$ cat src/rtl/sequenced_history_ring_pager_macros.svh
// assertion macros for the history ring pager, expanded empty for synthesis
`ifndef SEQUENCED_HISTORY_RING_PAGER_MACROS_SVH
`define SEQUENCED_HISTORY_RING_PAGER_MACROS_SVH
`ifndef SYNTHESIS
// plain condition checked at every clock edge out of reset
`define SHRP_ASSERT(label, cond) \
  label: assert property (@(posedge clk) disable iff (rst) (cond)) \
    else $error("history ring pager check failed");
// same-cycle implication
`define SHRP_ASSERT_IMPL(label, ante, cons) \
  label: assert property (@(posedge clk) disable iff (rst) (ante) |-> (cons)) \
    else $error("history ring pager implication failed");
// next-cycle implication
`define SHRP_ASSERT_NEXT(label, ante, cons) \
  label: assert property (@(posedge clk) disable iff (rst) (ante) |=> (cons)) \
    else $error("history ring pager sequence failed");
`else
`define SHRP_ASSERT(label, cond)
`define SHRP_ASSERT_IMPL(label, ante, cons)
`define SHRP_ASSERT_NEXT(label, ante, cons)
`endif
`endif

$ cat src/rtl/shrp_pkg.sv
// shared types, constants and the temperature conversion of the history ring pager
package shrp_pkg;

  localparam int unsigned SHRP_CAPACITY  = 1024;
  localparam int unsigned SHRP_PAGE_SIZE = 32;

  localparam logic [15:0] SAMPLE_INTERVAL_RESET = 16'd10;

  localparam logic CMD_SAMPLE = 1'b0;
  localparam logic CMD_PAGE   = 1'b1;

  localparam logic signed [15:0] TEMP_INVALID = 16'sh8000;
  localparam logic signed [15:0] TEMP_HI      = 16'sd32760;
  localparam logic signed [15:0] TEMP_LO      = -16'sd32760;

  localparam int unsigned STATUS_PAUSED_BIT = 2;

  typedef struct packed {
    logic        [31:0] secs;
    logic signed [15:0] chamber;
    logic signed [15:0] heater;
    logic signed [15:0] target;
    logic        [2:0]  flags;
    logic        [7:0]  fault;
  } slot_t;

  typedef struct packed {
    logic        [31:0] now_seconds;
    logic signed [15:0] chamber_tenths;
    logic               chamber_ok;
    logic signed [15:0] heater_tenths;
    logic               heater_ok;
    logic signed [15:0] target_tenths;
    logic               work_on;
    logic        [2:0]  status_bits;
    logic        [7:0]  fault_code;
  } sample_t;

  typedef struct packed {
    logic [31:0] newest;
    logic [31:0] first;
  } hist_stat_t;

  typedef struct packed {
    logic        has_record;
    logic [31:0] seq;
    slot_t       rec;
    logic [31:0] first_seq;
    logic [31:0] newest_seq;
    logic        gap;
    logic        last;
  } page_rec_t;

  function automatic logic signed [15:0] conv_temp(input logic signed [15:0] v,
                                                   input logic ok);
    logic signed [15:0] r;
    if (ok && (v > TEMP_LO) && (v < TEMP_HI)) begin
      r = v;
    end else begin
      r = TEMP_INVALID;
    end
    return r;
  endfunction

endpackage

$ cat src/rtl/shrp_sample_ctrl.sv
// sample admission: interval check, sequence counter, write pointer and record forming
module shrp_sample_ctrl #(
  parameter int unsigned CAPACITY = shrp_pkg::SHRP_CAPACITY,
  parameter int unsigned AW       = 10
) (
  input  logic                 clk,
  input  logic                 rst,
  input  logic                 cfg_we,
  input  logic [15:0]          cfg_wdata,
  input  logic                 offer,
  input  shrp_pkg::sample_t    sample,
  output logic                 wr_en,
  output logic [AW-1:0]        wr_addr,
  output shrp_pkg::slot_t      wr_data,
  output shrp_pkg::hist_stat_t stat,
  output logic [AW-1:0]        ptr
);

  logic [15:0]   interval;
  logic [31:0]   seq_count;
  logic [31:0]   last_time;
  logic          sampled_once;

  logic [31:0]   elapsed;
  logic [31:0]   seq_count_next;
  logic [AW-1:0] ptr_next;
  logic          store;

  always_comb begin
    elapsed        = sample.now_seconds - last_time;
    store          = offer && (!sampled_once || (elapsed >= {16'd0, interval}));
    seq_count_next = seq_count + 32'd1;
    // pointer follows seq_count mod capacity, restarting when the counter wraps
    if (seq_count_next == 32'd0) begin
      ptr_next = '0;
    end else if (ptr == AW'(CAPACITY - 1)) begin
      ptr_next = '0;
    end else begin
      ptr_next = ptr + AW'(1);
    end

    wr_en           = store;
    wr_addr         = ptr;
    wr_data.secs    = sample.now_seconds;
    wr_data.chamber = shrp_pkg::conv_temp(sample.chamber_tenths, sample.chamber_ok);
    wr_data.heater  = shrp_pkg::conv_temp(sample.heater_tenths, sample.heater_ok);
    if (sample.work_on && !sample.status_bits[shrp_pkg::STATUS_PAUSED_BIT]) begin
      wr_data.target = shrp_pkg::conv_temp(sample.target_tenths, 1'b1);
    end else begin
      wr_data.target = '0;
    end
    wr_data.flags = sample.status_bits;
    wr_data.fault = sample.fault_code;

    stat.newest = seq_count;
    if (seq_count > 32'(CAPACITY)) begin
      stat.first = seq_count - 32'(CAPACITY) + 32'd1;
    end else begin
      stat.first = 32'd1;
    end
  end

  always_ff @(posedge clk) begin
    if (rst) begin
      interval     <= shrp_pkg::SAMPLE_INTERVAL_RESET;
      seq_count    <= '0;
      last_time    <= '0;
      sampled_once <= 1'b0;
      ptr          <= '0;
    end else begin
      if (cfg_we) begin
        interval <= cfg_wdata;
      end
      if (store) begin
        seq_count    <= seq_count_next;
        last_time    <= sample.now_seconds;
        sampled_once <= 1'b1;
        ptr          <= ptr_next;
      end
    end
  end

endmodule

$ cat config.mk
export PLATFORM = sky130hd
export DESIGN_NAME = shrp_sample_ctrl
export DESIGN_NICKNAME = d
export VERILOG_FILES = /design/src/rtl/sequenced_history_ring_pager_macros.svh /design/src/rtl/shrp_pkg.sv /design/src/rtl/shrp_sample_ctrl.sv
export SDC_FILE = /design/constraint.sdc
export NUM_CORES = 1
export LEC_CHECK = 0
export ABC_AREA = 1
export BUFFER_PORTS_ARGS = -buffer_cell sky130_fd_sc_hd__buf_4
export CAP_MARGIN = 20
export CORE_AREA = 2 2 142 144
export CTS_BUF_LIST = sky130_fd_sc_hd__clkbuf_8
export CTS_CLUSTER_DIAMETER = 30
export DETAILED_ROUTE_END_ITERATION = 8
export DIE_AREA = 0 0 144 146
export HOLD_SLACK_MARGIN = 0.06
export PLACE_DENSITY = 0.76
export REMOVE_ABC_BUFFERS = 1
export SLEW_MARGIN = 20
export SYNTH_ARGS = -nofsm -noshare
export SYNTH_HDL_FRONTEND = slang
export SYNTH_SLANG_ARGS = --single-unit
$ cat constraint.sdc
create_clock -name clk -period 7.9 [get_ports clk]
set_input_delay 1.58 -clock clk [delete_from_list [all_inputs] [get_ports clk]]
set_output_delay 1.58 -clock clk [all_outputs]
set_load 0.02 [all_outputs]
# Yosys cells after proc, flatten, opt, wreduce, memory -nomap -nowiden
# Index checks and enable logic that the tools add are counted.
# totals
in_bits,114
output_inout_bits,176
mem_bits_ro,0
word_cells,37
latch_bits,0
register_bits,91
n_memories,0
ramBits,0
# op_classes
n_bitwise,0
eq_ne,1
reduce_logical,11
add_sub_neg,5
n_mux,7
n_shift,0
n_mul,0
n_div,0
order_cmp,8
# ops
cell,n
$add 32x1->32 const B,2
$mux 16,4
$gt 16x16->1 const B,3
$lt 16x16->1 const B,3
$ge 32x16->1,1
$gt 32x11->1 const B,1
$logic_not 32->1,1
$mux 32,1
$sub 32x11->32 const B,1
$sub 32x32->32,1
$mux 10,2
$add 10x1->10 const B,1
$eq 10x10->1 const B,1
$logic_and 1x1->1,7
$logic_not 1->1,2
$logic_or 1x1->1,1

# Logic depth before layout (Yosys ltp)
# depth
depth_word,4
depth_mapped,28

# Worst setup path before layout
# Ideal clock, no wire load.
# synth_path
path_kind,in2out
start,in sample[62] (netlist bit)
end,out wr_en
t_arrival_ps,4182
required_ps,6320
path_stages,24
n_path_buf,2
setup_slack_ps,2138
path_cell_list,inv_1 -> ha_1 -> fa_1 -> inv_1 -> nand2_1 -> nand3_1 -> nand2_1 -> nand2_1 -> xor2_1 -> ha_1 -> inv_1 -> nor3_1 -> nor3b_1 -> nand2_1 -> nor2_1 -> nand2_1 -> nor2_1 -> nand2_1 -> nor2_2 -> nand2_2 -> nand2_4 -> inv_2 -> buf_6 -> buf_6
# synth_via
elab_chain_len,4
# synth_lines
item,line,text
from (decl),shrp_sample_ctrl.sv:11,"input shrp_pkg::sample_t sample,"
$sub 32x32->32,shrp_sample_ctrl.sv:30,elapsed = sample.now_seconds - last_time;
$ge 32x16->1,shrp_sample_ctrl.sv:31,"store = offer && (!sampled_once || (elapsed >= {16'd0, interval}));"
$logic_or 1x1->1,shrp_sample_ctrl.sv:31,
$logic_and 1x1->1,shrp_sample_ctrl.sv:31,
to (decl),shrp_sample_ctrl.sv:12,"output logic wr_en,"
# Every way passes these cells.

# Final worst setup path
# layout_path
start,in sample[66] (netlist bit)
end,out wr_en
# Same word-level chain as after synthesis.

==> run metrics <==
via/cell ratio between 5 and 6; Tcrit/Tclk final a little over four fifths; post-route ant nets 0; leading area contributor after synthesis dfxtp_1; Setup TNS 0 ns; total die area about 21000 um^2; number of global-route vias before repair 9800; Hold Slack ~0.47 ns; Final HPWL DP between 20000 and 25000 um; DR pass1 iterations 6; # diodes 0; maximum capacitance violations 0; CP max stage cell ha_1; Nets 2051; worst rel slew slack 46.3%; crit path DAT 5.09 ns; Seq/Total Area, Yosys 19.3%; Inserted Clock Buffers 9; area grow syn2layout 21.0%; Final Hold Vio Count 0; critical-path cell list buf_4 -> ha_1 -> nand2_1 -> nor2_1 -> nand2_1 -> nand3_1 -> nand3_1 -> nand2_1 -> xor2_1 -> ha_1 -> a21oi_1 -> nor3_1 -> nor3b_1 -> nand2_1 -> nor2_1 -> nand2_1 -> nor2_1 -> nand2_1 -> nor2_2 -> nand2_2 -> nand2_4 -> inv_2 -> buf_4 -> buf_4; critical path's top delay family simple AND/OR/NAND/NOR gates; DR WL/cell 13.3 um; Hold Buf Count CTS 0; Synth area leaders dfxtp_1, nand2_1, nor2_1; outcome complete, no violations; Synth Register Bits 91; Post-synth EDFFs 0; Reg2Reg Depth 25; Boundary Pins 290; CP Class in2out; Worst setup EP type primary output; share of the synthesized area in the top cell type 19.3%; routability cong. approximately 0.95; core area 19300 um^2; proportion of layout cells with a drive suffix above 1 16.6%; slowest stage delay, CP 0.36 ns; # rows 51; Syn Area/Cell 5.56 um^2; critical path fanouts, max 58; Starting Density 48.8%; Port Buffers 269; Worst EP required 6.32 ns; commonest non-fill, non-tap cell in the layout nand2_1; Synth Instances roughly 1700; Skew-Pair Late Insertion Delay 0.40 ns; Peak VDD IR between 0.08 and 0.09 mV; most frequent cells in the layout nand2_1, nor2_1, inv_1, buf_4, dfxtp_1; top_reg_cell synth dfxtp_1; buffers and inverters on the worst path 4; LEAKAGE roughly 6.3 nW; # clock sinks 91; H-Tree Level Count 3; post-route worst setup slack 1.23 ns; Post-CTS Setup Inserts 0; via count 10800; fmax 150 MHz; Final Max Slew Viols 0; GRT Resource Usage Total between 20% and 30%; CP most frequent cell nand2_1; CTS tree yes; Tmin final roughly 6.7 ns; Setup Viol. Count Final 0; DR iter-0 viols 668; WL final 28700 um; Die Ht 146 um; startpoint types input port; Crit Reg-Reg Endpoint seq_count[24]$_SDFFE_PP0P_; DRC 0; Worst Hold Class reg2reg; Mapped Area 9440 um^2; r2r setup slk roughly 4 ns; synth warn 0; Worst Tran Pin Value 0.805 ns; hold_sp interval[11]$_SDFFE_PP0P_; initial antenna violation count 0; Unique masters post-synth 40; skew final about 0.027 ns; die width 144 um; FFs w/ async S/R, synth 0%; clock slew at reported path FFs ~0.10 ns; RSZ-0062 raised after global routing no; Clock Path Buffers 2; largest net degree at the start of global routing 70; first-pass GRT wire length 45900 um; worst slack at placement approximately 1.3 ns; Worst Hold Endpoint interval[11]$_SDFFE_PP0P_; CTS root buf clkbuf_8; Reg-to-Reg Start last_time[4]$_SDFFE_PP0P_; Final Core Density a little under 60%; Congestion Overflow GR 0; Min-Delay Path Depth 2; power density over cell area 134 nW/um^2; post_cts resized 0
tightest hold or removal path: cells and delay by family, from the launching register on:
family / cells / cell delay, ns
flops: 1 / 0.31
buf+inv: 1 / 0.06
compound gates: 1 / 0.06
state kept, by name, indices dropped and copies added, names as in the netlist:
register / count
last_time: 32
seq_count: 32
interval: 16
ptr: 10
sampled_once: 1
cell usage after synthesis, types with 2 or more instances:
library cell / instances
nand2_2: 2
ha_1: 51
clkinv_1: 2
a31oi_1: 2
nand3_1: 84
o21bai_1: 4
o21ai_0: 34
clkbuf_1: 21
o2111ai_1: 2
a41oi_1: 2
o41ai_1: 2
nor3b_1: 3
nor2_2: 16
buf_1: 10
buf_4: 53
nand4_1: 21
dfxtp_1: 91
nor3_1: 49
nor2_1: 300
a21oi_1: 59
and2_1: 2
nand2_1: 469
or2_2: 2
nor4_1: 11
buf_2: 7
buf_6: 5
xnor2_1: 4
xor2_1: 31
nand3b_1: 52
inv_1: 297
routing by layer:
metal | part of all wire (%) | up-vias | track usage [%]
met5 | 0 | - | 0
met4 | 3.2 | 0 | 10.0
met1 | 43 | 4809 | 33.8
met2 | 48 | 375 | 45.5
met3 | 5.6 | 68 | 3.16
li1 | - | 5558 | -
kinds of logic (layout without fill, tap and decap cells):
kind of cell / after synthesis / in the layout / share of synthesized area [%]
and+or+nand+nor: 1014 / 1014 / 45.8
adders and majority gates: 52 / 52 / 6.97
buffers and inverters: 397 / 589 / 18.4
AOI/OAI and AO/OA: 109 / 109 / 6.27
xor gates and xnor gates: 35 / 35 / 3.25
DFF: 91 / 91 / 19.3
layout make-up:
type / instances / area (um^2)
clock buffer: 9 / 124
clock inverter: 7 / 77.6
fill: 2009 / 7910
inverter: 300 / 1130
multi-input combinational: 1210 / 5890
sequential: 91 / 1820
tap: 265 / 332
timing repair buffer: 273 / 2050
power by group:
group | internal, mW | switching, mW | total [mW]
Sequential | 0.489 | 0.0351 | 0.525
Clock | 0.125 | 0.206 | 0.331
Combinational | 0.267 | 0.406 | 0.672
Total | 0.881 | 0.647 | 1.53
worst max path at each step:
stage	start	to	slack (ns)	depth (start not counted)
floorplan	sample[62]	wr_en	1.24	22
global placement	sample[64]	wr_en	1.32	24
detailed placement	sample[66]	wr_en	1.30	24
CTS	sample[66]	wr_en	1.28	24
global route	sample[66]	wr_en	0.91	24
finish	sample[66]	wr_en	1.23	24
through the flow:
step                cells  power (mW)  area [um^2]
floorplan            1601       0.949         8830
detailed placement   2139        1.20        11200
global placement     2139        1.19        11200
global route         2155        1.64        11400
CTS                  2155        1.54        11400
finish               2155        1.53        11400
Note: power is estimated with default switching activity, not from simulation.
