### src/rtl/sequenced_history_ring_pager_macros.svh
// assertion macros for the history ring pager, expanded empty for synthesis
`ifndef SEQUENCED_HISTORY_RING_PAGER_MACROS_SVH
`define SEQUENCED_HISTORY_RING_PAGER_MACROS_SVH
`ifndef SYNTHESIS
// plain condition checked at every clock edge out of reset
`define SHRP_ASSERT(label, cond) \
  label: assert property (@(posedge clk) disable iff (rst) (cond)) \
    else $error("history ring pager check failed");
// same-cycle implication
`define SHRP_ASSERT_IMPL(label, ante, cons) \
  label: assert property (@(posedge clk) disable iff (rst) (ante) |-> (cons)) \
    else $error("history ring pager implication failed");
// next-cycle implication
`define SHRP_ASSERT_NEXT(label, ante, cons) \
  label: assert property (@(posedge clk) disable iff (rst) (ante) |=> (cons)) \
    else $error("history ring pager sequence failed");
`else
`define SHRP_ASSERT(label, cond)
`define SHRP_ASSERT_IMPL(label, ante, cons)
`define SHRP_ASSERT_NEXT(label, ante, cons)
`endif
`endif

### src/rtl/shrp_pkg.sv
// shared types, constants and the temperature conversion of the history ring pager
package shrp_pkg;

  localparam int unsigned SHRP_CAPACITY  = 1024;
  localparam int unsigned SHRP_PAGE_SIZE = 32;

  localparam logic [15:0] SAMPLE_INTERVAL_RESET = 16'd10;

  localparam logic CMD_SAMPLE = 1'b0;
  localparam logic CMD_PAGE   = 1'b1;

  localparam logic signed [15:0] TEMP_INVALID = 16'sh8000;
  localparam logic signed [15:0] TEMP_HI      = 16'sd32760;
  localparam logic signed [15:0] TEMP_LO      = -16'sd32760;

  localparam int unsigned STATUS_PAUSED_BIT = 2;

  typedef struct packed {
    logic        [31:0] secs;
    logic signed [15:0] chamber;
    logic signed [15:0] heater;
    logic signed [15:0] target;
    logic        [2:0]  flags;
    logic        [7:0]  fault;
  } slot_t;

  typedef struct packed {
    logic        [31:0] now_seconds;
    logic signed [15:0] chamber_tenths;
    logic               chamber_ok;
    logic signed [15:0] heater_tenths;
    logic               heater_ok;
    logic signed [15:0] target_tenths;
    logic               work_on;
    logic        [2:0]  status_bits;
    logic        [7:0]  fault_code;
  } sample_t;

  typedef struct packed {
    logic [31:0] newest;
    logic [31:0] first;
  } hist_stat_t;

  typedef struct packed {
    logic        has_record;
    logic [31:0] seq;
    slot_t       rec;
    logic [31:0] first_seq;
    logic [31:0] newest_seq;
    logic        gap;
    logic        last;
  } page_rec_t;

  function automatic logic signed [15:0] conv_temp(input logic signed [15:0] v,
                                                   input logic ok);
    logic signed [15:0] r;
    if (ok && (v > TEMP_LO) && (v < TEMP_HI)) begin
      r = v;
    end else begin
      r = TEMP_INVALID;
    end
    return r;
  endfunction

endpackage

### src/rtl/shrp_page_ctrl.sv
// page sequencer: cursor setup, ring reads and a two-deep result buffer
`include "sequenced_history_ring_pager_macros.svh"

module shrp_page_ctrl #(
  parameter int unsigned CAPACITY  = shrp_pkg::SHRP_CAPACITY,
  parameter int unsigned PAGE_SIZE = shrp_pkg::SHRP_PAGE_SIZE,
  parameter int unsigned AW        = 10
) (
  input  logic                 clk,
  input  logic                 rst,
  input  logic                 page_req,
  input  logic [31:0]          after_seq,
  input  shrp_pkg::hist_stat_t stat,
  input  logic [AW-1:0]        ptr,
  output logic                 idle,
  output logic                 rd_en,
  output logic [AW-1:0]        rd_addr,
  input  shrp_pkg::slot_t      rd_data,
  output logic                 m_valid,
  input  logic                 m_ready,
  output shrp_pkg::page_rec_t  m_rec
);

  localparam int unsigned SW = $clog2(CAPACITY + 1);
  localparam int unsigned CW = (PAGE_SIZE > 1) ? $clog2(PAGE_SIZE) : 1;

  typedef enum logic [2:0] {ST_IDLE, ST_PREP, ST_ADDR, ST_READ, ST_EMPTY} state_t;

  state_t        state;
  logic [31:0]   after_c;
  logic [31:0]   first_r;
  logic [31:0]   last_r;
  logic [AW-1:0] ptr_r;
  logic          gap_r;
  logic [31:0]   cur;
  logic [AW-1:0] slot_r;
  logic [CW-1:0] cnt;
  logic          inflight;
  logic [31:0]   infl_seq;
  logic          infl_last;
  logic [1:0]    occ;
  shrp_pkg::page_rec_t skid;

  logic          pop;
  logic [2:0]    room;
  logic          can_issue;
  logic          issue;
  logic          mark;
  logic          push;
  logic          issue_last;
  shrp_pkg::page_rec_t push_rec;
  logic [31:0]   first_m1;
  logic          gap_n;
  logic [31:0]   base;
  logic [31:0]   span;
  logic [SW:0]   ptr_w;
  logic [SW:0]   span_w;
  logic [SW:0]   slot_w;
  logic [AW-1:0] slot_inc;

  always_comb begin
    idle    = (state == ST_IDLE);
    m_valid = (occ != 2'd0);
    pop     = m_valid && m_ready;
    // space check counts the read in flight, since read data lands in the cycle after issue
    room      = 3'(occ) + 3'(inflight) - 3'(pop);
    can_issue = (room < 3'd2);
    issue     = (state == ST_READ) && can_issue;
    // the marker is pushed in the same cycle, so the buffer must not be full
    mark      = (state == ST_EMPTY) && (occ != 2'd2) && !inflight;
    rd_en     = issue;
    rd_addr   = slot_r;
    issue_last = (cur == last_r) || (cnt == CW'(PAGE_SIZE - 1));
    push       = inflight || mark;

    push_rec.first_seq  = first_r;
    push_rec.newest_seq = last_r;
    push_rec.gap        = gap_r;
    if (inflight) begin
      push_rec.has_record = 1'b1;
      push_rec.seq        = infl_seq;
      push_rec.rec        = rd_data;
      push_rec.last       = infl_last;
    end else begin
      push_rec.has_record = 1'b0;
      push_rec.seq        = after_c;
      push_rec.rec        = '0;
      push_rec.last       = 1'b1;
    end

    first_m1 = first_r - 32'd1;
    gap_n    = (after_c < first_m1);
    base     = gap_n ? first_m1 : after_c;

    // slot of the first record, counted back from the write pointer
    span   = last_r - cur;
    ptr_w  = (SW+1)'(ptr_r);
    span_w = (SW+1)'(span[SW-1:0]);
    if (ptr_w >= span_w) begin
      slot_w = ptr_w - span_w;
    end else begin
      slot_w = ptr_w + (SW+1)'(CAPACITY) - span_w;
    end

    if (slot_r == AW'(CAPACITY - 1)) begin
      slot_inc = '0;
    end else begin
      slot_inc = slot_r + AW'(1);
    end
  end

  always_ff @(posedge clk) begin
    if (rst) begin
      state    <= ST_IDLE;
      inflight <= 1'b0;
      occ      <= 2'd0;
    end else begin
      unique case (state)
        ST_IDLE: begin
          if (page_req) begin
            after_c <= (after_seq > stat.newest) ? 32'd0 : after_seq;
            first_r <= stat.first;
            last_r  <= stat.newest;
            ptr_r   <= ptr;
            state   <= ST_PREP;
          end
        end
        ST_PREP: begin
          gap_r <= gap_n;
          cur   <= base;
          state <= ST_ADDR;
        end
        ST_ADDR: begin
          cnt <= '0;
          if (cur == last_r) begin
            state <= ST_EMPTY;
          end else begin
            cur    <= cur + 32'd1;
            slot_r <= slot_w[AW-1:0];
            state  <= ST_READ;
          end
        end
        ST_READ: begin
          if (issue) begin
            cur    <= cur + 32'd1;
            slot_r <= slot_inc;
            cnt    <= cnt + CW'(1);
            if (issue_last) begin
              state <= ST_IDLE;
            end
          end
        end
        ST_EMPTY: begin
          if (mark) begin
            state <= ST_IDLE;
          end
        end
        default: state <= ST_IDLE;
      endcase

      inflight <= issue;
      if (issue) begin
        infl_seq  <= cur;
        infl_last <= issue_last;
      end

      // two-entry result buffer, head drives the output
      priority if (occ == 2'd2) begin
        if (pop) begin
          m_rec <= skid;
          occ   <= 2'd1;
        end
      end else if (occ == 2'd1) begin
        if (pop && push) begin
          m_rec <= push_rec;
        end else if (pop) begin
          occ <= 2'd0;
        end else if (push) begin
          skid <= push_rec;
          occ  <= 2'd2;
        end
      end else begin
        if (push) begin
          m_rec <= push_rec;
          occ   <= 2'd1;
        end
      end
    end
  end

  `SHRP_ASSERT_IMPL(a_push_has_room, push, occ != 2'd2)
  `SHRP_ASSERT_IMPL(a_cursor_in_range, state == ST_READ, cur <= last_r)
  `SHRP_ASSERT_IMPL(a_marker_ends_page, m_valid && !m_rec.has_record, m_rec.last)
  `SHRP_ASSERT_NEXT(a_read_lands, issue, inflight)

endmodule
### config.mk
export PLATFORM = sky130hd
export DESIGN_NAME = shrp_page_ctrl
export DESIGN_NICKNAME = d
export VERILOG_FILES = /design/src/rtl/shrp_pkg.sv /design/src/rtl/shrp_page_ctrl.sv
export VERILOG_INCLUDE_DIRS = /design/src /design/src/rtl
export SDC_FILE = /design/constraint.sdc
export NUM_CORES = 1
export LEC_CHECK = 0
export ABC_AREA = 1
export BUFFER_PORTS_ARGS = -buffer_cell sky130_fd_sc_hd__clkbuf_2
export CORE_MARGIN = 2
export CORE_UTILIZATION = 51
export DETAILED_ROUTE_END_ITERATION = 7
export GPL_TIMING_DRIVEN = 0
export PLACE_DENSITY_LB_ADDON = 0.12
export SLEW_MARGIN = 20
export SYNTH_ARGS = -nofsm -noshare
export SYNTH_HDL_FRONTEND = slang
export SYNTH_SLANG_ARGS = --single-unit
### constraint.sdc
create_clock -name clk -period 10.35 [get_ports clk]
set_clock_uncertainty 0.05 [all_clocks]
set_input_delay 2.07 -clock clk [delete_from_list [all_inputs] [get_ports clk]]
set_output_delay 2.07 -clock clk [all_outputs]
set_load 0.01 [all_outputs]
# Word level (Yosys, flattened, before mapping)
# Cells that the tools add are included.
[word_totals] word_cells=128 out_inout_bits=203 register_bits=573
[op_classes] mux=31 n_reduce_logical=23 n_bitwise=4 n_eq_ne=19 order_cmp=4 add_sub_neg=10
[ops] operator="$mux W190" n=5
[ops] operator="$mux W124" n=1
[ops] operator="$mux W32" n=3
[ops] operator="$pmux W32 S3" n=1
[ops] operator="$mux W10" n=4
[ops] operator="$add A32 B1 Y32 const B" n=1
[ops] operator="$eq A32 B32 Y1" n=1
[ops] operator="$gt A32 B32 Y1" n=1
[ops] operator="$lt A32 B32 Y1" n=1
[ops] operator="$sub A32 B1 Y32 const B" n=1
[ops] operator="$add A10 B1 Y10 const B" n=2
[ops] operator="$pmux W10 S2" n=1
[ops] operator="$reduce_and A4 Y1" n=5
[ops] operator="$sub A10 B10 Y10" n=2
[ops] operator="$mux W3" n=5
[ops] operator="$pmux W3 S5" n=1
[ops] operator="$mux W2" n=7
[ops] operator="$ne A2 B2 Y1 const B" n=7
[ops] operator="$ge A10 B11 Y1" n=1
[ops] operator="$sub A11 B11 Y11" n=1
[ops] operator="$eq A10 B10 Y1 const B" n=1
[ops] operator="$pmux W5 S2" n=1
[ops] operator="$eq A3 B2 Y1 const B" n=2
[ops] operator="$reduce_and A3 Y1" n=2
[ops] operator="other kinds (23)" n=34

# Logic depth before layout (Yosys ltp)
# Gate-level depths: netlist of run 1.
[depth] word_depth=9 ltp_mapped=20

# Least setup slack after synthesis of run 1
# Ideal clock, no wire load.
[synth_path] path_kind="input port to flip-flop" from="input port m_ready" to="register m_rec[0] (netlist name) (enable)" path_stages=4 path_buffers=0 t_arrival_ns=10.356 setup_slack_ns=-0.799 cell_sequence="nand2_1 -> a32oi_1 -> o21ai_0 -> nor2_1"
[synth_between] elab_chain_cells=4
[synth_rtl] element="start: declaration" line="shrp_page_ctrl.sv:20" text="input logic m_ready,"
[synth_rtl] element="$logic_and A1 B1 Y1 *" line="shrp_page_ctrl.sv:64" text="pop = m_valid && m_ready;"
[synth_rtl] element="$logic_and A1 B1 Y1" line="shrp_page_ctrl.sv:174" text="if (pop && push) begin"
[synth_rtl] element="$ne A3 B2 Y1 (no source line)"
[synth_rtl] element="$reduce_and A4 Y1 (no source line) *"
[synth_rtl] element="end signal: assignment" line="shrp_page_ctrl.sv:170" text="m_rec <= skid;"
[synth_rtl] element="end signal: assignment" line="shrp_page_ctrl.sv:175" text="m_rec <= push_rec;"
[synth_rtl] element="end signal: assignment" line="shrp_page_ctrl.sv:184" text="m_rec <= push_rec;"
[synth_rtl] element="end: declaration" line="shrp_page_ctrl.sv:21" text="output shrp_pkg::page_rec_t m_rec"
# Every way passes the cells marked *; elsewhere a longest branch is shown, timed or not.
# A chain may end at the register's enable or synchronous reset.

# Final worst setup path of run 1
[layout_path] from="input port m_ready" to="output port rd_en"
[layout_between] elab_chain_cells=4
[layout_rtl] element="$logic_and A1 B1 Y1" line="shrp_page_ctrl.sv:64"
[layout_rtl] element="$sub A3 B1 Y3" line="shrp_page_ctrl.sv:66" text="room = 3'(occ) + 3'(inflight) - 3'(pop);"
[layout_rtl] element="$lt A3 B2 Y1" line="shrp_page_ctrl.sv:67" text="can_issue = (room < 3'd2);"
[layout_rtl] element="$logic_and A1 B1 Y1" line="shrp_page_ctrl.sv:68" text="issue = (state == ST_READ) && can_issue;"
[layout_rtl] element="end: declaration" line="shrp_page_ctrl.sv:16" text="output logic rd_en,"
# No other way between the ends.

==> results of run 1 <==
registers in the layout, summed over array words and instances, names as in the netlist:
signal     cells
gap_r          1
after_c       32
cnt            5
state          3
cur           32
skid         190
last_r        32
rd_addr       10
ptr_r         10
infl_seq      32
infl_last      1
inflight       1
m_rec        190
occ            2
first_r       32
layout make-up:
| type | instances | area, µm² |
|---|---|---|
| inverters | 288 | 1080 |
| fillers | 4205 | 19600 |
| multi-input cells | 1524 | 7880 |
| plain buffers | 84 | 378 |
| clock inverters | 36 | 313 |
| well taps | 680 | 851 |
| flip-flops and latches | 573 | 17100 |
| repair buffers | 429 | 2510 |
| clock buffers | 72 | 1560 |
stage by stage:
| stage | instances | hold WS, ns | setup WS, ns | power, mW |
|---|---|---|---|---|
| 6_report | 3686 | 0.401 | 4.31 | 6.02 |
| 5_1_grt | 3686 | 0.417 | 4.21 | 6.29 |
| 4_1_cts | 3686 | 0.405 | 4.30 | 6.07 |
| 3_5_place_dp | 3578 | 0.390 | 4.30 | 4.01 |
| 3_3_place_gp | 3551 | 0.381 | -0.312 | 3.99 |
| 2_1_floorplan | 2469 | 0.371 | 2.40 | 3.58 |
layout by cell type, fill, tap and decap left out, types with 5 or more instances in the layout:
cell type	instances
nand2_1	737
edfxtp_1	567
clkbuf_2	402
inv_1	285
o21ai_0	181
nand3_1	118
nor2_1	115
ha_1	87
clkbuf_16	60
a21oi_1	58
clkbuf_1	50
xor2_1	42
buf_2	42
a21boi_0	31
nand4_1	23
nor3_1	17
xnor2_1	16
clkinv_1	16
buf_12	12
nor2_4	10
clkinv_2	9
nor2_2	8
buf_16	8
o21ai_1	7
nand3b_1	7
nor3_2	6
nor4_1	6
buf_4	6
o211ai_1	6
dfxtp_1	6
nand2_2	5
layer usage:
layer | track usage, % | share of wire [%] | vias to the layer above
met5 | 0 | 0.017 | -
li1 | - | - | 9348
met3 | 4.25 | 7.3 | 95
met2 | 40.9 | 45 | 723
met4 | 7.31 | 2.6 | 2
met1 | 38.5 | 45 | 9011
logic make-up (layout without fill, tap and decap cells):
group           after synthesis  after routing  share of synthesized area (%)
flops                       573            573                           64.8
fa+ha+maj                    90             90                           4.34
compound gates              306            306                           6.35
simple gates               1070           1070                           17.0
xor+xnor                     58             58                           1.92
buf+inv                     372            909                           5.52
critical path: stages:
cell and delay [ns]:
clkbuf_2 0.10, nand2_1 0.12, inv_1 0.06, ha_1 0.26, or2_2 0.30, fa_1 0.39, xnor2_1 0.15, nand2_1 0.14
nor2_1 0.17, clkbuf_2 0.16
power breakdown:
group,internal [mW],switching (mW)
registers,2.81,0.132
clock network,1.17,0.887
logic,0.365,0.664
path summary, 6_finish.rpt:
| check | from | slack [ns] | cells past startpoint | to |
|---|---|---|---|---|
| hold reg to reg | cur[14] | 0.40 | 0 | infl_seq[14] |
| setup / recovery | m_ready | 4.31 | 10 | rd_en |
| hold / removal | cur[14] | 0.40 | 0 | infl_seq[14] |
| setup reg to reg | first_r[0] | 6.38 | 17 | cur[28] |
synth_stat cells (4+ instances only):
master | count | area (µm²)
nand2_1 | 737 | 2770
nand2_2 | 5 | 31.3
buf_2 | 38 | 190
nand4_1 | 23 | 144
a31oi_1 | 4 | 25.0
dfxtp_1 | 6 | 120
nand3b_1 | 7 | 52.6
ha_1 | 87 | 1090
o22ai_1 | 4 | 25.0
nor2_4 | 7 | 78.8
nor3_2 | 4 | 40.0
nor2_2 | 8 | 50.1
a21oi_1 | 58 | 290
xnor2_1 | 16 | 140
inv_1 | 285 | 1070
clkbuf_1 | 39 | 146
xor2_1 | 42 | 368
nor3_1 | 19 | 95.1
or2_2 | 4 | 25.0
a21o_1 | 4 | 30.0
edfxtp_1 | 567 | 17000
o21ai_0 | 181 | 906
o211ai_1 | 6 | 45.0
nor4_1 | 7 | 43.8
o21ai_1 | 7 | 35.0
nor2_1 | 118 | 443
nand3_2 | 4 | 40.0
nand3_1 | 118 | 591
a21boi_0 | 31 | 233
==> metrics.md, run 1 <==
| Metric | Value |
|---|---|
| DRC Markers | 0 |
| Pin count of the biggest net entering global routing | 30 |
| Leak Pwr | 13.6 nW |
| Longest Clk Path Bufs | 3 |
| Routed vias | 19179 |
| Die area | 0.0537 mm² |
| Share of cells above drive strength 1 | 19.9% |
| # resized after CTS | 0 |
| RSZ-0062 raised after global routing | false |
| Cell area power density | 190 mW/mm² |
| I/O pins | 404 |
| Port Buf Inserts | 402 |
| Total grt overflow | 0 |
| CTS Buf Count | 59 |
| Core Footprint | 0.0513 mm² |
| CTS Hold Bufs | 0 |
| Total Neg Setup Slack | 0 ns |
| Syn Nets | 2760 |
| Post-CTS Setup Inserts | 0 |
| Synth Cell Area | 0.0264 mm² |
| Fmax | 165 MHz |
| Worst Setup Start Kind | input pin |
| Routed length per instance | 19.2 µm |
| Clock slew at reported path FFs | 0.06 ns |
| CTS sink cnt | 573 |
| Iter 0 DRT Violations | 1742 |
| EDFF count, synth | 567 |
| Root Driver | clkbuf_16 |
| Arrival time at the worst endpoint | 3.92 ns |
| Run status | complete, no violations |
| Final Hold Violating Endpoints | 0 |
| Most used DFF post-synth | edfxtp_1 |
| CTS tree | built |
| H-tree Lvls | 2 |
| Post-synth ARST share | 0% |
| Yosys warnings | 0 |
| DRT antenna net count | 0 |
| Max-cap check violation count | 0 |
| Placed cell areas | 0.0298 mm² |
| Initial antenna violation count | 3 |
| Yosys cell types | 48 |
| Vias in the first global route | 18087 |
| Initial Util | 51.5% |
| CP endpoint kind | output port |
| GRT Resource Usage Total | 26.3% |
| Critical path required time | 8.23 ns |
| Skew-Pair Late Insertion Delay | 0.63 ns |
| Final WL | 70700 µm |
| Row Count | 83 |
| Fin crit share | 58.4% |
| VDD IR max | 142 µV |
| Synth Area per Inst | 10.7 µm² |
| Finished Cell Area | 0.0317 mm² |
| First-pass GRT wire length | 106000 µm |
| Least-Margin Pin Slew | 1.06 ns |
| RD Place Congestion | 0.937 |
| Layout Nets | 3250 |
| Area grow syn2layout | 19.9% |
| Setup violators final | 0 |
| Register bit count reported by yosys | 573 |
| Worst-path fanout max | 4 |
| Max_slew headroom | 29.0% |
| Pins Over Slew Limit | 0 |
| Chip width | 232 µm |
| Final HPWL DP | 55400 µm |
| Gate count after technology mapping | 2469 |
| TritonRoute pass-1 iters | 5 |
| DIE HEIGHT | 232 µm |
| Hold WC Path Type | flop to flop |
| Crit path kind | input pin to output port |
| Vias/cell | 5.20 |
| Antenna fix cells | 0 |
| Crit path time final | 6.04 ns |
| Final core utilization | 61.8% |
| Register area share after synthesis | 64.8% |
No activity file was read; power rests on OpenSTA's default activity.
==> run 2, diff against run 1 <==
--- a/config.mk
+++ b/config.mk
@@ -6,7 +6,7 @@
 export SDC_FILE = /design/constraint.sdc
 export NUM_CORES = 1
 export LEC_CHECK = 0
-export ABC_AREA = 1
+export ABC_AREA = 0
 export BUFFER_PORTS_ARGS = -buffer_cell sky130_fd_sc_hd__clkbuf_2
 export CORE_MARGIN = 2
 export CORE_UTILIZATION = 51
==> constraint.sdc (replaced) <==
create_clock -name clk -period 5.9 [get_ports clk]
set_clock_uncertainty 0.05 [all_clocks]
set_input_delay 1.18 -clock clk [delete_from_list [all_inputs] [get_ports clk]]
set_output_delay 1.18 -clock clk [all_outputs]
set_load 0.01 [all_outputs]
==> run 2 against run 1 <==
  * Largest power group unchanged
  * Sequential cell count stayed put
  * Combinational power shrank 18%
  * Core utilization up 0.57 points
==> metrics.md, run 2 <==
| Metric | Value |
|---|---|
| Least-Margin Pin Slew | 0.958 ns (was 1.06 ns) |
| Row Count | 82 (was 83) |
| Hold WC Path Type | flop to flop (unchanged) |
| Flop pwr share | 51.1% (was 48.8%) |
| Run status | complete, no violations (unchanged) |
| Longest Clk Path Bufs | 3 (unchanged) |
| CTS tree | built (unchanged) |
| Cell area power density | 294 mW/mm² (was 190 mW/mm²) |
| Routed length per instance | 20.1 µm (was 19.2 µm) |
| TritonRoute pass-1 iters | 5 (unchanged) |
| H-tree Lvls | 2 (unchanged) |
| Share of cells above drive strength 1 | 22.2% (was 19.9%) |
| NetSw | 2.15 mW (was 1.68 mW) |
| Post-placement cell count | 3242 (was 3578) |
| Commonest cells after routing, fill and taps aside | edfxtp_1 (567), nand2_1 (516), clkbuf_2 (405) (was nand2_1 (737), edfxtp_1 (567), clkbuf_2 (402)) |
| DRC Markers | 0 (unchanged) |
| Synth Cell Area | 0.0260 mm² (was 0.0264 mm²) |
| Routed vias | 18051 (was 19179) |
| Vias in the first global route | 17968 (was 18087) |
| Vias/cell | 5.38 (was 5.20) |
| RD Place Congestion | 0.887 (was 0.937) |
| RSZ-0062 raised after global routing | false (unchanged) |
| Fmax | 178 MHz |
| Non-Filler Instances | 3353 (was 3686) |
| CP endpoint kind | flop (was output port) |
| Worst-path fanout max | 10 (was 4) |
| Clock slew at reported path FFs | 0.07 ns (was 0.06 ns) |
| Final core utilization | 62.4% (was 61.8%) |
| Root Driver | clkbuf_16 (unchanged) |
| Core Footprint | 0.0502 mm² (was 0.0513 mm²) |
| Area share of the largest cell type after synthesis | 65.5% (was 64.4%) |
| Crit path time final | 5.61 ns |
| DIE HEIGHT | 230 µm (was 232 µm) |
| GRT Resource Usage Total | 25.5% (was 26.3%) |
| Leading cell type in the layout, fill and taps excluded | edfxtp_1 (was nand2_1) |
| CTS sink cnt | 573 (unchanged) |
| Leak Pwr | 12.5 nW (was 13.6 nW) |
| Chip width | 230 µm (was 232 µm) |
| Total grt overflow | 0 (unchanged) |
| Final Hold Violating Endpoints | 0 (unchanged) |
| Internal power | 7.06 mW (was 4.34 mW) |
| Layout Nets | 2922 (was 3250) |
| Fillers | 3995 (was 4205) |
| Max_slew headroom | 36.2% (was 29.0%) |
| Gate count after technology mapping | 2125 (was 2469) |
| Final HPWL DP | 51400 µm (was 55400 µm) |
| Comb pwr share | 9.2% (was 17.1%) |
| Post-synth ARST share | 0% (unchanged) |
| Port Buf Inserts | 403 (was 402) |
| I/O pins | 404 (unchanged) |
| Max-cap check violation count | 0 (unchanged) |
| Worst Min Path Start | first_r[4] (was cur[14]) |
| Yosys cell types | 59 (was 48) |
| Die area | 0.0528 mm² (was 0.0537 mm²) |
| Setup violators final | 0 (unchanged) |
| Largest area contributor in the netlist | edfxtp_1 (unchanged) |
| Yosys warnings | 0 (unchanged) |
| Iter 0 DRT Violations | 1503 (was 1742) |
| Count leader, synth | edfxtp_1 (was nand2_1) |
| VDD IR max | 227 µV (was 142 µV) |
| Sw Ratio | 23.4% (was 27.9%) |
| Syn Nets | 2416 (was 2760) |
| Register bit count reported by yosys | 573 (unchanged) |
| Crit path kind | flop to flop (was input pin to output port) |
| Post-synth top cells | edfxtp_1 (567), nand2_1 (516), nor2_1 (142) (was nand2_1 (737), edfxtp_1 (567), inv_1 (285)) |
| CTS Buf Count | 59 (unchanged) |
| Final WL | 67500 µm (was 70700 µm) |
| Area grow syn2layout | 20.5% (was 19.9%) |
| Register area share after synthesis | 66.0% (was 64.8%) |
| Reg-to-Reg Start | first_r[2] (was first_r[0]) |
| Pins Over Slew Limit | 0 (unchanged) |
| First-pass GRT wire length | 103000 µm (was 106000 µm) |
| DRT antenna net count | 0 (unchanged) |
| Skew-Pair Late Insertion Delay | 0.63 ns (about the same) |
| Top post-synthesis cells by area | edfxtp_1 (66%), nand2_1 (7.5%), ha_1 (4.2%), xnor2_1 (2.6%), and2_1 (2.4%) (was edfxtp_1 (64%), nand2_1 (10%), ha_1 (4.1%), inv_1 (4.0%), o21ai_0 (3.4%)) |
| Fin crit share | 95.2% |
| EDFF count, synth | 567 (unchanged) |
| Pin count of the biggest net entering global routing | 28 (was 30) |
| Crit path from | first_r[2] (was m_ready) |
| Critical path required time | 6.22 ns (was 8.23 ns) |
| Initial antenna violation count | 1 (was 3) |
| Synth Area per Inst | 12.2 µm² (was 10.7 µm²) |
| Initial Util | 51.8% (was 51.5%) |
| Worst Setup Start Kind | flop (was input pin) |
| Clock group share of total power | 39.8% (was 34.1%) |
| Arrival time at the worst endpoint | 5.94 ns (was 3.92 ns) |
| Most used DFF post-synth | edfxtp_1 (unchanged) |
| Biggest regs | m_rec x190, skid x190 (unchanged) |
==> run 2: worst paths after layout <==
path,end,slack (ns),cells after the start
max,cur[26],0.29,14
min,skid[38],0.40,0
max reg2reg,cur[26],0.29,14
min reg2reg,skid[38],0.40,0
==> run 2: routing by layer <==
metal	track usage, %	vias up	part of all wire (%)
li1	-	8622	-
met1	34.4	8727	43
met2	42.1	599	48
met3	4.37	103	6.1
met4	8.30	0	3.0
met5	0	-	0
==> run 2: worst max-delay path, stage by stage (launching register included) <==
cell and delay, ns:
edfxtp_1 0.55, or4_1 0.67, or3_4 0.39, or3_1 0.34
buf_2 0.17, or4_4 0.42, xor2_1 0.36, ha_1 0.22
nand4_1 0.15, nor4_1 0.46, nand4_1 0.24, a31oi_2 0.46
clkbuf_1 0.44, nor4_1 0.11, a311o_1 0.31
==> run 2: cell type report <==
cell class,count,area [µm²],area share [%]
sequential,573,17100,54.8
clock buffer,71,1520,4.86
multi-input combinational,1364,8210,26.2
tap,672,841,2.69
buffer,98,375,1.20
inverter,90,338,1.08
antenna,1,2.50,0.00799
clock inverter,39,367,1.17
timing repair buffer,445,2510,8.01
==> run 2: metrics by stage <==
stage	hold WS (ns)	setup TNS [ns]	power, mW	worst slack (ns)	cell area, µm²
after floorplan	0.371	-470.99	5.30	-2.34	26000
after global placement	0.375	-1532.93	5.60	-5.61	28900
after detailed placement	0.386	0	5.62	0.167	29400
after CTS	0.402	0	9.27	0.165	31300
after global routing	0.412	0	9.53	0.00938	31300
final	0.403	0	9.21	0.286	31300
==> run 2: kinds of logic after synthesis <==
group                    count (synthesis)  synth area share, %
AND/OR/NAND/NOR                        945                 16.5
flip-flops                             573                 66.0
AO/OA/AOI/OAI                          189                 5.27
buffers and inverters                  188                 2.74
XOR/XNOR                               107                 3.61
adder cells (fa/ha/maj)                 90                 4.42
multiplexers                            33                 1.43
==> run 2: power by group through the flow <==
stage,logic (mW),clock network [mW],registers (mW)
2_1_floorplan,0.546,0,4.76
3_3_place_gp,0.794,0,4.80
3_5_place_dp,0.835,0,4.79
4_1_cts,0.844,3.73,4.70
5_1_grt,0.945,3.88,4.71
6_report,0.845,3.66,4.70
==> run 2: repair_timing <==
action                     4_1_cts  5_1_grt
gates resized for setup          0        2
hold buffers                     0        0
setup endpoints to repair        0       15
setup buffers                    0        0
==> run 3, diff against run 2 <==
--- a/config.mk
+++ b/config.mk
@@ -11,7 +11,7 @@
 export CORE_MARGIN = 2
 export CORE_UTILIZATION = 51
 export DETAILED_ROUTE_END_ITERATION = 7
-export GPL_TIMING_DRIVEN = 0
+export GPL_TIMING_DRIVEN = 1
 export PLACE_DENSITY_LB_ADDON = 0.12
 export SLEW_MARGIN = 20
 export SYNTH_ARGS = -nofsm -noshare
==> run 3 against run 2 <==
  * Critical endpoint is now cur[4]
  * Hold slack better by 0.013 ns
  * Clock power increased by 2%
  * Largest cell class unchanged
  * Via count decreased by 2.0%
  * Worst setup slack gained 0.26 ns
  * Cell count fell by 3.4%
  * Register-to-register slack improved by 0.26 ns
  * Power is 0.51% higher
  * Highest routed layer is now met5
  * Wire length is 3.0% lower
  * Fmax grew 4.8%
==> metrics.md, run 3 (synthesized netlist as in run 2, its figures left out) <==
| Metric | Value |
|---|---|
| Pin count of the biggest net entering global routing | 188 (was 28) |
| Worst Setup Start Kind | flop (unchanged) |
| Leading cell type in the layout, fill and taps excluded | edfxtp_1 (unchanged) |
| # resized after CTS | 0 (unchanged) |
| Crit path from | first_r[0] (was first_r[2]) |
| Port Buf Inserts | 403 (unchanged) |
| Post-placement cell count | 3126 (was 3242) |
| GRT Resource Usage Total | 24.4% (was 25.5%) |
| DRC Markers | 0 (unchanged) |
| Max_slew headroom | 29.0% (was 36.2%) |
| RSZ-0062 raised after global routing | false (unchanged) |
| Final Hold Violating Endpoints | 0 (unchanged) |
| Worst Reg-to-Reg Cells | 15 (was 14) |
| Vias in the first global route | 16943 (was 17968) |
| Share of cells above drive strength 1 | 22.3% (was 22.2%) |
| Leak Pwr | 12.3 nW (was 12.5 nW) |
| Fillers | 4022 (was 3995) |
| Non-Filler Instances | 3238 (was 3353) |
| RD Place Congestion | 0.892 (was 0.887) |
| DRT antenna net count | 0 (unchanged) |
| Worst-path fanout max | 16 (was 10) |
| Root Driver | clkbuf_16 (unchanged) |
| Initial Util | 51.8% (unchanged) |
| Post-CTS Setup Inserts | 0 (unchanged) |
| TritonRoute pass-1 iters | 7 (was 5) |
| Core Footprint | 0.0502 mm² (unchanged) |
| Cell area power density | 301 mW/mm² (was 294 mW/mm²) |
| Run status | complete, no violations (unchanged) |
| Vias/cell | 5.46 (was 5.38) |
| Worst Min Path Start | last_r[0] (was first_r[4]) |
| Layout Nets | 2806 (was 2922) |
| Biggest regs | m_rec x190, skid x190 (unchanged) |
| Row Count | 82 (unchanged) |
| Highest cell delay on the worst timing path | 0.67 ns (about the same) |
| Initial antenna violation count | 6 (was 1) |
| I/O pins | 404 (unchanged) |
| Reg-to-Reg Start | first_r[0] (was first_r[2]) |
| Arrival time at the worst endpoint | 5.64 ns (was 5.94 ns) |
| Fmax | 187 MHz (was 178 MHz) |
| Worst path bufs/invs | 2 (unchanged) |
| R2R setup slack | 0.54 ns (was 0.29 ns) |
| CTS tree | built (unchanged) |
| Iter 0 DRT Violations | 1898 (was 1503) |
| Skew-Pair Late Insertion Delay | 0.63 ns (about the same) |
| Longest Clk Path Bufs | 3 (unchanged) |
| Area grow syn2layout | 18.3% (was 20.5%) |
| Max-cap check violation count | 0 (unchanged) |
| CP top delay family | simple AND/OR/NAND/NOR gates (unchanged) |
| Final HPWL DP | 45300 µm (was 51400 µm) |
| Routed vias | 17694 (was 18051) |
| First-pass GRT wire length | 98900 µm (was 103000 µm) |
| CTS Buf Count | 59 (unchanged) |
| Die area | 0.0528 mm² (unchanged) |
| H-tree Lvls | 2 (unchanged) |
| Commonest cells after routing, fill and taps aside | edfxtp_1 (567), nand2_1 (515), clkbuf_2 (403) (was edfxtp_1 (567), nand2_1 (516), clkbuf_2 (405)) |
| Fin crit share | 90.8% (was 95.2%) |
| Hold WC Path Type | flop to flop (unchanged) |
| Pins Over Slew Limit | 0 (unchanged) |
| VDD IR max | 223 µV (was 227 µV) |
| Clock slew at reported path FFs | 0.06 ns (was 0.07 ns) |
| Worst setup path endpoint | cur[4] (was cur[26]) |
| CTS sink cnt | 573 (unchanged) |
| CP endpoint kind | flop (unchanged) |
| Final core utilization | 61.3% (was 62.4%) |
| Crit path kind | flop to flop (unchanged) |
| Critical path required time | 6.18 ns (was 6.22 ns) |
| Final WL | 65400 µm (was 67500 µm) |
| Setup violators final | 0 (unchanged) |
| Routed length per instance | 20.2 µm (was 20.1 µm) |
| Stages on worst setup path | 15 (was 14) |
| CTS Hold Bufs | 0 (unchanged) |
| Chip width | 230 µm (unchanged) |
| Reg2reg end | cur[4] (was cur[26]) |
| Crit path time final | 5.36 ns (was 5.61 ns) |
| Total Neg Setup Slack | 0 ns (unchanged) |
| Total grt overflow | 0 (unchanged) |
| Worst hold slack | 0.416 ns (was 0.403 ns) |
| Least-Margin Pin Slew | 1.06 ns (was 0.958 ns) |
| Critical path's slowest cell | or4_1 (unchanged) |
| DIE HEIGHT | 230 µm (unchanged) |
| Critical path, cell by cell | inv_1 -> ha_1 -> or4b_4 -> or4_1 -> nor4_1 -> nand2_1 -> xor2_1 -> ha_1 -> nand4_1 -> nor4_1 -> nand4_1 -> a31oi_2 -> buf_4 -> or4_1 -> o221ai_1 (was or4_1 -> or3_4 -> or3_1 -> buf_2 -> or4_4 -> xor2_1 -> ha_1 -> nand4_1 -> nor4_1 -> nand4_1 -> a31oi_2 -> clkbuf_1 -> nor4_1 -> a311o_1) |
-- run 3: changes by cell type in the layout (fill, tap and decap cells not counted), sizes merged --
cell      previous run  this run
clkinvlp             6         0
inv                 91        90
clkinv              26        32
buf                 53        24
clkbuf             561       475
bufinv               6         7
-- run 3: area by class of cell --
type / count / area (µm²) / share of cell area [%]
Sequential cell: 573 / 17200 / 55.8
Multi-Input combinational cell: 1364 / 8220 / 26.7
Timing Repair Buffer: 427 / 2270 / 7.39
Clock buffer: 72 / 1550 / 5.03
Tap cell: 672 / 841 / 2.74
Clock inverter: 39 / 369 / 1.20
Inverter: 90 / 338 / 1.10
Antenna cell: 1 / 2.50 / 0.00814
-- run 3: power by group --
group / internal [mW] / switching [mW] / total, mW
sequential: 4.60 / 0.117 / 4.71
clock: 2.16 / 1.56 / 3.73
combinational: 0.351 / 0.468 / 0.819
-- run 3: how the worst min path moves through the flow --
stage                to  slack, ns  cells past startpoint
4_1_cts         skid[2]       0.42                      0
3_3_place_gp    skid[2]       0.39                      0
5_1_grt         skid[2]       0.44                      0
3_5_place_dp    skid[2]       0.40                      0
2_1_floorplan  skid[38]       0.37                      0
6_report        skid[2]       0.42                      0
-- run 3: metal layers --
| metal | share of wire, % | GRT usage (%) |
|---|---|---|
| met1 | 45 | 35.3 |
| met2 | 46 | 38.1 |
| met3 | 7.0 | 4.53 |
| met4 | 2.1 | 6.17 |
| met5 | 0.090 | 0 |
-- run 3: worst reg2reg max path, cell delays in order, from the launching register on --
cell and delay (ns):
edfxtp_1 0.44, inv_1 0.14, ha_1 0.22, or4b_4 0.52
or4_1 0.67, nor4_1 0.47, nand2_1 0.13, xor2_1 0.19
ha_1 0.29, nand4_1 0.12, nor4_1 0.43, nand4_1 0.20
a31oi_2 0.60, buf_4 0.33, or4_1 0.15, o221ai_1 0.12
-- run 3: per-stage QoR --
| stage | worst slack [ns] | instance area (µm²) | power [mW] |
|---|---|---|---|
| after CTS | 0.558 | 30700 | 9.32 |
| after global placement | 0.731 | 28800 | 5.58 |
| after floorplan | -2.34 | 26000 | 5.30 |
| after detailed placement | 0.623 | 28800 | 5.61 |
| final | 0.541 | 30700 | 9.26 |
| after global routing | 0.185 | 30700 | 9.57 |
